`src/hw/rtl/afte_pkg.sv`:
```
// shared types and constants for the api frame transmit encoder
// no dependencies; used by every module of the block
`timescale 1ns / 1ps
`default_nettype none

package afte_pkg;

	localparam logic [7:0] START_DELIM = 8'h7E;
	localparam logic [7:0] ESC_CHAR    = 8'h7D;
	localparam logic [7:0] XON_CHAR    = 8'h11;
	localparam logic [7:0] XOFF_CHAR   = 8'h13;
	localparam logic [7:0] ESC_XOR     = 8'h20;
	localparam logic [7:0] LEN_HIGH    = 8'h00;
	localparam logic [7:0] CSUM_BASE   = 8'hFF;

	// one input transfer
	typedef struct packed {
		logic [7:0] data_byte;
		logic [7:0] frame_length;
		logic       last_byte;
	} in_item_t;

	// one output transfer
	typedef struct packed {
		logic [7:0] out_byte;
		logic       frame_end;
		logic       run_last;
	} out_item_t;

	// classified item handed from front to back
	typedef struct packed {
		logic       first;
		logic       last;
		logic [7:0] length;
		logic [7:0] data;
		logic [7:0] csum;
		logic       esc_len;
		logic       esc_data;
		logic       esc_csum;
	} entry_t;

	function automatic logic is_special(input logic [7:0] b);
		return (b == START_DELIM) || (b == ESC_CHAR) || (b == XON_CHAR) || (b == XOFF_CHAR);
	endfunction

endpackage

`default_nettype wire

```
`src/hw/rtl/afte_front.sv`:
```
// front end: accepts data bytes, tracks frame state and checksum, classifies escapes
// depends on afte_pkg
`timescale 1ns / 1ps
`default_nettype none

module afte_front (
	input  wire logic              clk,
	input  wire logic              arst_n,
	input  wire logic              cfg_we,
	input  wire logic              cfg_wdata,
	input  wire logic              in_valid,
	input  wire afte_pkg::in_item_t in_data,
	input  wire logic              q_full,
	output logic                   in_stall,
	output logic                   push,
	output afte_pkg::entry_t       push_entry
);

	logic       escape_enable_q;
	logic       in_frame_q;
	logic [7:0] sum_q;
	logic [7:0] sum_new;
	logic [7:0] csum;
	logic       first;

	assign in_stall = q_full;
	assign push     = in_valid && !q_full;
	assign first    = !in_frame_q;
	assign sum_new  = (first ? 8'h00 : sum_q) + in_data.data_byte;
	assign csum     = afte_pkg::CSUM_BASE - sum_new;

	always_comb begin
		push_entry.first    = first;
		push_entry.last     = in_data.last_byte;
		push_entry.length   = in_data.frame_length;
		push_entry.data     = in_data.data_byte;
		push_entry.csum     = csum;
		push_entry.esc_len  = escape_enable_q && afte_pkg::is_special(in_data.frame_length);
		push_entry.esc_data = escape_enable_q && afte_pkg::is_special(in_data.data_byte);
		push_entry.esc_csum = escape_enable_q && afte_pkg::is_special(csum);
	end

	always_ff @(posedge clk or negedge arst_n) begin
		if (!arst_n) begin
			escape_enable_q <= 1'b1;
			in_frame_q      <= 1'b0;
			sum_q           <= 8'h00;
		end else begin
			if (cfg_we) begin
				escape_enable_q <= cfg_wdata;
			end
			if (push) begin
				in_frame_q <= !in_data.last_byte;
				sum_q      <= in_data.last_byte ? 8'h00 : sum_new;
			end
		end
	end

endmodule

`default_nettype wire

```
`src/hw/rtl/afte_fifo.sv`:
```
// small queue of classified entries between front and back
// depends on afte_pkg
`timescale 1ns / 1ps
`default_nettype none

module afte_fifo #(
	parameter int DEPTH = 2
) (
	input  wire logic             clk,
	input  wire logic             arst_n,
	input  wire logic             push,
	input  wire afte_pkg::entry_t push_entry,
	input  wire logic             pop,
	output logic                  full,
	output logic                  head_valid,
	output afte_pkg::entry_t      head
);

	localparam int PTR_W = (DEPTH > 1) ? $clog2(DEPTH) : 1;
	localparam int CNT_W = $clog2(DEPTH + 1);
	localparam logic [PTR_W-1:0] LAST_PTR = PTR_W'(DEPTH - 1);
	localparam logic [CNT_W-1:0] FULL_CNT = CNT_W'(DEPTH);

	afte_pkg::entry_t mem_q [DEPTH];
	logic [PTR_W-1:0] wr_ptr_q;
	logic [PTR_W-1:0] rd_ptr_q;
	logic [CNT_W-1:0] count_q;
	logic             do_push;
	logic             do_pop;

	assign full       = (count_q == FULL_CNT);
	assign head_valid = (count_q != '0);
	assign head       = mem_q[rd_ptr_q];
	assign do_push    = push && !full;
	assign do_pop     = pop && head_valid;

	always_ff @(posedge clk) begin
		if (do_push) begin
			mem_q[wr_ptr_q] <= push_entry;
		end
	end

	always_ff @(posedge clk or negedge arst_n) begin
		if (!arst_n) begin
			wr_ptr_q <= '0;
			rd_ptr_q <= '0;
			count_q  <= '0;
		end else begin
			if (do_push) begin
				wr_ptr_q <= (wr_ptr_q == LAST_PTR) ? '0 : wr_ptr_q + 1'b1;
			end
			if (do_pop) begin
				rd_ptr_q <= (rd_ptr_q == LAST_PTR) ? '0 : rd_ptr_q + 1'b1;
			end
			if (do_push && !do_pop) begin
				count_q <= count_q + 1'b1;
			end else if (do_pop && !do_push) begin
				count_q <= count_q - 1'b1;
			end
		end
	end

endmodule

`default_nettype wire

```
`src/hw/rtl/afte_back.sv`:
```
// back end: walks one entry byte by byte, inserting escapes, into the output register
// depends on afte_pkg
`timescale 1ns / 1ps
`default_nettype none

module afte_back (
	input  wire logic             clk,
	input  wire logic             arst_n,
	input  wire logic             head_valid,
	input  wire afte_pkg::entry_t head,
	input  wire logic             out_stall,
	output logic                  pop,
	output logic                  out_valid,
	output afte_pkg::out_item_t   out_data
);

	typedef enum logic [2:0] {
		SLOT_DELIM,
		SLOT_LENHI,
		SLOT_LEN,
		SLOT_DATA,
		SLOT_CSUM
	} slot_t;

	slot_t               slot_q;
	slot_t               slot;
	slot_t               slot_next;
	slot_t               slot_end;
	logic                started_q;
	logic                esc_done_q;
	logic                out_valid_q;
	afte_pkg::out_item_t out_q;
	logic [7:0]          raw;
	logic                esc;
	logic                escape_now;
	logic                entry_done;
	logic                advance;
	afte_pkg::out_item_t item;

	assign slot     = started_q ? slot_q : (head.first ? SLOT_DELIM : SLOT_DATA);
	assign slot_end = head.last ? SLOT_CSUM : SLOT_DATA;

	always_comb begin
		unique case (slot)
			SLOT_DELIM: begin raw = afte_pkg::START_DELIM; esc = 1'b0;          slot_next = SLOT_LENHI; end
			SLOT_LENHI: begin raw = afte_pkg::LEN_HIGH;    esc = 1'b0;          slot_next = SLOT_LEN;   end
			SLOT_LEN:   begin raw = head.length;           esc = head.esc_len;  slot_next = SLOT_DATA;  end
			SLOT_DATA:  begin raw = head.data;             esc = head.esc_data; slot_next = SLOT_CSUM;  end
			SLOT_CSUM:  begin raw = head.csum;             esc = head.esc_csum; slot_next = SLOT_CSUM;  end
			default:    begin raw = head.data;             esc = 1'b0;          slot_next = SLOT_CSUM;  end
		endcase
	end

	assign escape_now = esc && !esc_done_q;
	assign entry_done = !escape_now && (slot == slot_end);
	assign advance    = head_valid && (!out_valid_q || !out_stall);
	assign pop        = advance && entry_done;

	always_comb begin
		item.out_byte  = escape_now ? afte_pkg::ESC_CHAR : (esc ? (raw ^ afte_pkg::ESC_XOR) : raw);
		item.frame_end = entry_done && (slot == SLOT_CSUM);
		item.run_last  = entry_done;
	end

	assign out_valid = out_valid_q;
	assign out_data  = out_q;

	always_ff @(posedge clk or negedge arst_n) begin
		if (!arst_n) begin
			slot_q      <= SLOT_DELIM;
			started_q   <= 1'b0;
			esc_done_q  <= 1'b0;
			out_valid_q <= 1'b0;
			out_q       <= '0;
		end else begin
			if (advance) begin
				out_q       <= item;
				out_valid_q <= 1'b1;
				if (escape_now) begin
					esc_done_q <= 1'b1;
					slot_q     <= slot;
					started_q  <= 1'b1;
				end else begin
					esc_done_q <= 1'b0;
					if (entry_done) begin
						started_q <= 1'b0;
					end else begin
						started_q <= 1'b1;
						slot_q    <= slot_next;
					end
				end
			end else if (!out_stall) begin
				out_valid_q <= 1'b0;
			end
		end
	end

endmodule

`default_nettype wire

```
`src/hw/rtl/api_frame_transmit_encoder_core.sv`:
```
// api frame transmit encoder: byte-stuffed frame with 0x7e delimiter and checksum
// top level; instantiates afte_front, afte_fifo and afte_back, uses afte_pkg
//
// usage:
// - input channel (in_valid / in_stall / in_data) takes one frame-data byte per transfer;
//   frame_length is sampled on the first byte of a frame, last_byte closes the frame
// - output channel (out_valid / out_stall / out_data) gives one serial byte per transfer,
//   with frame_end on the final checksum byte and run_last on the last byte of each input
// - cfg_we / cfg_wdata write escape_enable (reset 1); write only while the block is idle
// - an input transfer produces 1 to 8 output bytes: header (delimiter, 0x00, length) on the
//   first byte of a frame, the data byte, and the checksum after the last byte; special
//   length, data and checksum bytes escaped as 0x7d plus byte xor 0x20 if escaping is on
// - an accepted input is registered in the queue, then its bytes in the output register
// - the back end emits one byte per cycle unless the output stalls or the queue is empty;
//   an item typically has 1 or 2 output bytes; the output byte rate sets the pace
// - the front classifies and queues items (QUEUE_DEPTH entries) so input keeps flowing
//   while the back end is busy or the receiver stalls
// - stall on the output holds the output register; once the queue fills, in_stall rises
// - reset clears frame state, the checksum, the queue and the output register
`timescale 1ns / 1ps
`default_nettype none

module api_frame_transmit_encoder_core #(
	parameter int QUEUE_DEPTH = 2
) (
	input  wire logic                clk,
	input  wire logic                arst_n,
	input  wire logic                cfg_we,
	input  wire logic                cfg_wdata,
	input  wire logic                in_valid,
	output logic                     in_stall,
	input  wire afte_pkg::in_item_t  in_data,
	output logic                     out_valid,
	input  wire logic                out_stall,
	output afte_pkg::out_item_t      out_data
);

	// front to queue
	logic             push;
	afte_pkg::entry_t push_entry;
	logic             q_full;

	// queue to back
	logic             pop;
	logic             head_valid;
	afte_pkg::entry_t head;

	// classify items, keep running sum and frame state
	afte_front u_front (
		.clk        (clk),
		.arst_n     (arst_n),
		.cfg_we     (cfg_we),
		.cfg_wdata  (cfg_wdata),
		.in_valid   (in_valid),
		.in_data    (in_data),
		.q_full     (q_full),
		.in_stall   (in_stall),
		.push       (push),
		.push_entry (push_entry)
	);

	// decouples the input pace from the output, one byte per cycle when not stalled
	afte_fifo #(
		.DEPTH (QUEUE_DEPTH)
	) u_fifo (
		.clk        (clk),
		.arst_n     (arst_n),
		.push       (push),
		.push_entry (push_entry),
		.pop        (pop),
		.full       (q_full),
		.head_valid (head_valid),
		.head       (head)
	);

	// serialize header, data, checksum and escapes
	afte_back u_back (
		.clk        (clk),
		.arst_n     (arst_n),
		.head_valid (head_valid),
		.head       (head),
		.out_stall  (out_stall),
		.pop        (pop),
		.out_valid  (out_valid),
		.out_data   (out_data)
	);

endmodule

`default_nettype wire

```
`config.mk`:
```
export PLATFORM = sky130hd
export DESIGN_NAME = api_frame_transmit_encoder_core
export DESIGN_NICKNAME = d
export VERILOG_FILES = /design/src/hw/rtl/afte_pkg.sv /design/src/hw/rtl/afte_front.sv /design/src/hw/rtl/afte_fifo.sv /design/src/hw/rtl/afte_back.sv /design/src/hw/rtl/api_frame_transmit_encoder_core.sv
export SDC_FILE = /design/constraint.sdc
export NUM_CORES = 1
export LEC_CHECK = 0
export BUFFER_PORTS_ARGS = -buffer_cell sky130_fd_sc_hd__buf_4
export CAP_MARGIN = 25
export CELL_PAD_IN_SITES_DETAIL_PLACEMENT = 0
export CELL_PAD_IN_SITES_GLOBAL_PLACEMENT = 1
export CORE_MARGIN = 2
export CORE_UTILIZATION = 30
export DETAILED_ROUTE_END_ITERATION = 8
export PLACE_DENSITY_LB_ADDON = 0.1
export SETUP_SLACK_MARGIN = 0.15
export SYNTH_ARGS = -nofsm -noshare
export SYNTH_HDL_FRONTEND = slang
export SYNTH_SLANG_ARGS = --single-unit
export TNS_END_PERCENT = 100
```
`constraint.sdc`:
```
create_clock -name clk -period 6.35 [get_ports clk]
set_input_delay 0.9525 -clock clk [delete_from_list [all_inputs] [get_ports clk]]
set_output_delay 0.9525 -clock clk [all_outputs]
set_load 0.02 [all_outputs]
```
After elaboration in Yosys (flattened, before gate mapping)
Memories as Yosys holds them, arrays and structs flattened.
Index checks and enable logic that the tools add are counted.
{"block": "word_totals", "reg_bits": 30, "ramBits": 58, "input_bits": 23, "out_inout_bits": 12, "word_cells": 100, "mem_count": 1}
{"block": "classes", "n_addsub": 6, "eq_ne": 20, "mux": 23, "n_bitwise": 1, "n_reduce_logical": 36}
{"memory": "u_fifo.mem_q", "words": 2, "width": 29, "rd": 1, "rd_ports_with_merged_regs": 0, "write_ports": 1, "line_no": "afte_fifo.sv:24", "text": "afte_pkg::entry_t mem_q [DEPTH];"}
{"op": "equality test 8 x 5 -> 1 bit (second input constant)", "count": 6}
{"op": "equality test 8 x 7 -> 1 bit (second input constant)", "count": 6}
{"op": "case mux 8 bit (4 select lines)", "count": 1}
{"op": "2-to-1 mux 8 bit", "count": 3}
{"op": "logical AND 1 bit", "count": 13}
{"op": "2-to-1 mux 3 bit", "count": 4}
{"op": "logical OR 1 bit", "count": 10}
{"op": "zero test 1 bit", "count": 9}
{"op": "2-to-1 mux 1 bit", "count": 9}
{"op": "case mux 3 bit (3 select lines)", "count": 1}
{"op": "adder 8 bit", "count": 1}
{"op": "subtractor 8 bit (first input constant)", "count": 1}
{"op": "equality test 3 x 2 -> 1 bit (second input constant)", "count": 2}
{"op": "2-to-1 mux 2 bit", "count": 3}
{"op": "2-to-1 mux 6 bit", "count": 1}
{"op": "!= test 2 x 1 -> 1 bit (second input constant)", "count": 2}
{"op": "nonzero test 2 bit", "count": 2}
{"op": "equality test 3 x 1 -> 1 bit (second input constant)", "count": 1}
{"op": "equality test 3 bit", "count": 1}
{"op": "equality test 3 bit (second input constant)", "count": 1}
{"op": "zero test 3 bit", "count": 1}
{"op": "case mux 1 bit (3 select lines)", "count": 1}
{"op": "adder 1 bit (second input constant)", "count": 2}
{"op": "adder 2 x 1 -> 2 bit (second input constant)", "count": 1}
{"op": "4 further kinds", "count": 4}

Depth between registers and ports, before layout
An unclocked memory read counts as a cell.
{"block": "depth", "depth_word": 13, "depth_mapped": 11}

Modules after synthesis
Synthesis repeated with hierarchy kept, for this count alone.
{"block": "unflattened", "hier_cells": 348, "area_unflattened_um2": 4409.2}
{"module": "afte_fifo", "n_inst": 1, "cells_per_inst": 109, "area_per_inst_um2": 2309.7, "seq_area_each_um2": 1841.8}
{"module": "afte_back", "n_inst": 1, "cells_per_inst": 120, "area_per_inst_um2": 1078.5, "seq_area_each_um2": 400.4}
{"module": "afte_front", "n_inst": 1, "cells_per_inst": 119, "area_per_inst_um2": 1021.0, "seq_area_each_um2": 251.5}

Least setup slack after synthesis
OpenSTA, ideal clock, no wires.
{"block": "synth_path", "path_kind": "in2reg", "from": "in in_data[9] (netlist bit)", "to": "mem u_fifo.mem_q[0][0] (netlist bit) (data pin)", "setup_ps": 167, "t_arrival_ps": 2955, "required_time_ps": 6183, "path_slack_ps": 3228, "path_stages": 8, "path_buffers": 0, "cell_sequence": "ha_1 > fa_1 > a211oi_1 > o21bai_2 > a21oi_2 > xor2_2 > or4_4 > a211oi_2"}
{"element": "start: declaration", "line_no": "api_frame_transmit_encoder_core.sv:32", "text": "input wire afte_pkg::in_item_t in_data,"}
{"element": "end: declaration", "line_no": "afte_fifo.sv:24"}

==> flow_summary.json <==
{
  "cts_buffer_depth": 2,
  "ctsResizeCount": 0,
  "reg2reg_setup_slack_ps": 3380,
  "track_usage": 0.140,
  "internal-power_mw": 1.54,
  "nets": 397,
  "synth_area_leader_cell": "edfxtp_1",
  "synthTopCellsByArea": "edfxtp_1 (42%), dfrtp_1 (17%), mux2i_1 (5.5%)",
  "post-route-min-period_ps": 3010,
  "coreArea_um2": 13400,
  "rows": 42,
  "met3_usage": 0.0332,
  "final_util": 0.366,
  "synth_top_area_frac": 0.420,
  "route.detailed.drc": 0,
  "drtIter0Drc": 129,
  "rsz0062_at_grt": "no",
  "synth_most_common_cell": "edfxtp_1",
  "layout_setup_ws_ps": 3340,
  "post-route-period-util": 0.475,
  "ys_async_sr_fraction": 0.341,
  "initial_utilization": 0.310,
  "finalSetupViolations": 0,
  "p_leak_nw": 1.90,
  "comb_power_share": 0.405,
  "peakVddDrop_uv": 164,
  "switching_share": 0.381,
  "critPathKind": "in -> reg",
  "grt_pass1_wl_mm": 15.0,
  "cp_data_required_time_ps": 6530,
  "numCtsBuffers": 9,
  "numClockSinks": 88,
  "place_congestion": 0.817,
  "ys_warn_count": 0,
  "pwr-share-seq": 0.379,
  "hold_ws_ps": 474,
  "wl_mm": 9.64,
  "die_y_um": 122,
  "fillCellCount": 1330,
  "synth_seq_cells": 88,
  "min_from": "u_front.sum_q[2]$_DFFE_PN0P_",
  "synth_common_cells": "edfxtp_1 (58), nand2_1 (36), dfrtp_1 (29)",
  "cp_max_fo": 5,
  "worst_hold_path.endpoint": "u_front.sum_q[2]$_DFFE_PN0P_",
  "avgSynthCellArea_um2": 12.6,
  "synthToLayoutAreaGrowth_pct": 18.3,
  "synth_ff_type": "edfxtp_1",
  "htreeDepth": 3,
  "postSynthCellCount": 330,
  "timing.critical_path.from_type": "input port",
  "p_switching_mw": 0.945,
  "drv_cap": 0,
  "drv_slew": 0,
  "total_power_mw": 2.48,
  "cts_tree": "done",
  "arrival_ps": 3200,
  "netlist_area_um2": 4150,
  "clock_skew_ps": 6.30,
  "seq_area_frac_synth": 0.601,
  "io_pins": 35,
  "hpwl_mm": 6.81,
  "die_area_um2": 14800,
  "vias_per_cell": 4.81,
  "seqCellArea_um2": 2490,
  "cts_setup_buffers": 0,
  "outcome": "completed",
  "ys_types": 57,
  "clkPwrFrac": 0.216,
  "clock.fmax_ghz": 0.332,
  "clock_latency_ps": 350,
  "slew_headroom": 0.517,
  "cts_hold_buf": 0,
  "io_buffers": 34,
  "grt_max_degree": 31,
  "grt_overflow": 0,
  "grt_util_met1": 0.193,
  "hp-class": "reg -> reg",
  "multiInputGateArea_um2": 1570,
  "routedWlPerCell_um": 17.6,
  "worst_pin_slew_ps": 724,
  "ant_nets": 0,
  "cp-end-kind": "register",
  "busiest_layer": "met2",
  "r2r_start": "u_front.in_frame_q$_DFFE_PN0P_",
  "num_antenna_cells": 0,
  "clkSlewWorstSetupHoldPaths_ps": 60,
  "place_ws_ps": 2960,
  "grt_use_met2": 0.215,
  "final_hold_viol_count": 0,
  "antenna_found_initial": 0,
  "die_w_um": 122,
  "setup_tns_ps": 0,
  "vias": 2625,
  "grt_pass1_vias": 2550,
  "synth_edf_count": 58,
  "first_pass_iters": 4,
  "synthesis.nets": 362,
  "cts-root-buf": "clkbuf_16",
  "power_density_nw_per_um2": 506,
  "r2r_cells": 9,
  "holdPathStages": 2,
  "drive_gt1_frac": 0.216,
  "reg2reg_to": "u_fifo.mem_q[0][0]$_DFFE_PP_"
}
[power groups by stage]
stage | clock network [mW] | registers [mW] | logic (mW)
floorplan | 0 | 0.952 | 0.692
global placement | 0 | 0.950 | 1.01
detailed placement | 0 | 0.954 | 1.01
CTS | 0.552 | 0.943 | 1.02
global route | 0.573 | 0.967 | 1.12
finish | 0.537 | 0.941 | 1.01
[metal layers]
metal | vias to the layer above | part of all wire
li1 | 1303 | -
met1 | 1273 | 0.49
met2 | 37 | 0.46
met3 | 12 | 0.031
met4 | 0 | 0.016
met5 | - | 0
[final cells by class]
cell class	instances	area share
inverter	10	0.00765
clock buffer	10	0.0487
timing repair buffer	37	0.0581
multi-input combinational	219	0.319
sequential	88	0.508
tap	176	0.0449
clock inverter	6	0.0135
[sequential cells by signal (all words and copies together), names as in the netlist, 2 cells and up]
register         flops
u_back.slot_q        3
u_fifo.mem_q        58
u_fifo.count_q       2
u_front.sum_q        8
u_back.out_data     10
[how the worst max path moves through the flow]
stage	from	to	slack, ps
5_1_grt	in_data[9]	u_fifo.mem_q[0][0]$_DFFE_PP_	3170
3_5_place_dp	in_data[9]	u_fifo.mem_q[0][0]$_DFFE_PP_	2960
6_report	in_data[9]	u_fifo.mem_q[0][0]$_DFFE_PP_	3340
3_3_place_gp	in_data[9]	u_fifo.mem_q[0][0]$_DFFE_PP_	2970
2_1_floorplan	in_data[9]	u_fifo.mem_q[0][0]$_DFFE_PP_	3230
4_1_cts	in_data[9]	u_fifo.mem_q[0][0]$_DFFE_PP_	3320
[kinds of logic after synthesis]
| logic type | Yosys count | share of synthesized area |
|---|---|---|
| AO/OA/AOI/OAI | 81 | 0.136 |
| AND/OR/NAND/NOR | 89 | 0.114 |
| flip-flops | 88 | 0.601 |
| buffers and inverters | 23 | 0.0235 |
| adder cells (fa/ha/maj) | 9 | 0.0289 |
| XOR/XNOR | 11 | 0.0250 |
| multiplexers | 29 | 0.0718 |
[through the flow]
stage | instances | cell area [um^2]
3_3_place_gp | 529 | 4590
4_1_cts | 545 | 4890
5_1_grt | 546 | 4910
3_5_place_dp | 529 | 4590
6_report | 546 | 4910
2_1_floorplan | 330 | 4150
[worst max-delay path, stage by stage]
cell	delay, ps
buf_4	130
ha_1	240
fa_1	430
a211oi_1	270
o21bai_2	110
a21oi_2	180
xor2_2	120
or4_4	520
a211oi_2	240
[cells in the final DEF, fill, tap and decap left out, drive strengths merged, types with 2 or more instances in the layout]
cell type / count
a21boi: 2
nand2: 37
o211ai: 3
nor3: 7
a211o: 3
a21oi: 11
xor2: 7
o31ai: 10
ha: 8
edfxtp: 58
o21bai: 2
and2: 11
or4: 3
o22ai: 6
mux2: 6
xnor2: 4
nand3: 4
clkinvlp: 3
a21o: 4
o21ai: 25
dfrtp: 29
a211oi: 6
a22oi: 2
clkbuf: 10
buf: 37
nand4: 2
nor3b: 4
nand2b: 3
nand4bb: 2
inv: 11
a31o: 2
nor2: 13
mux2i: 23
No activity file was read; power rests on OpenSTA's default activity.
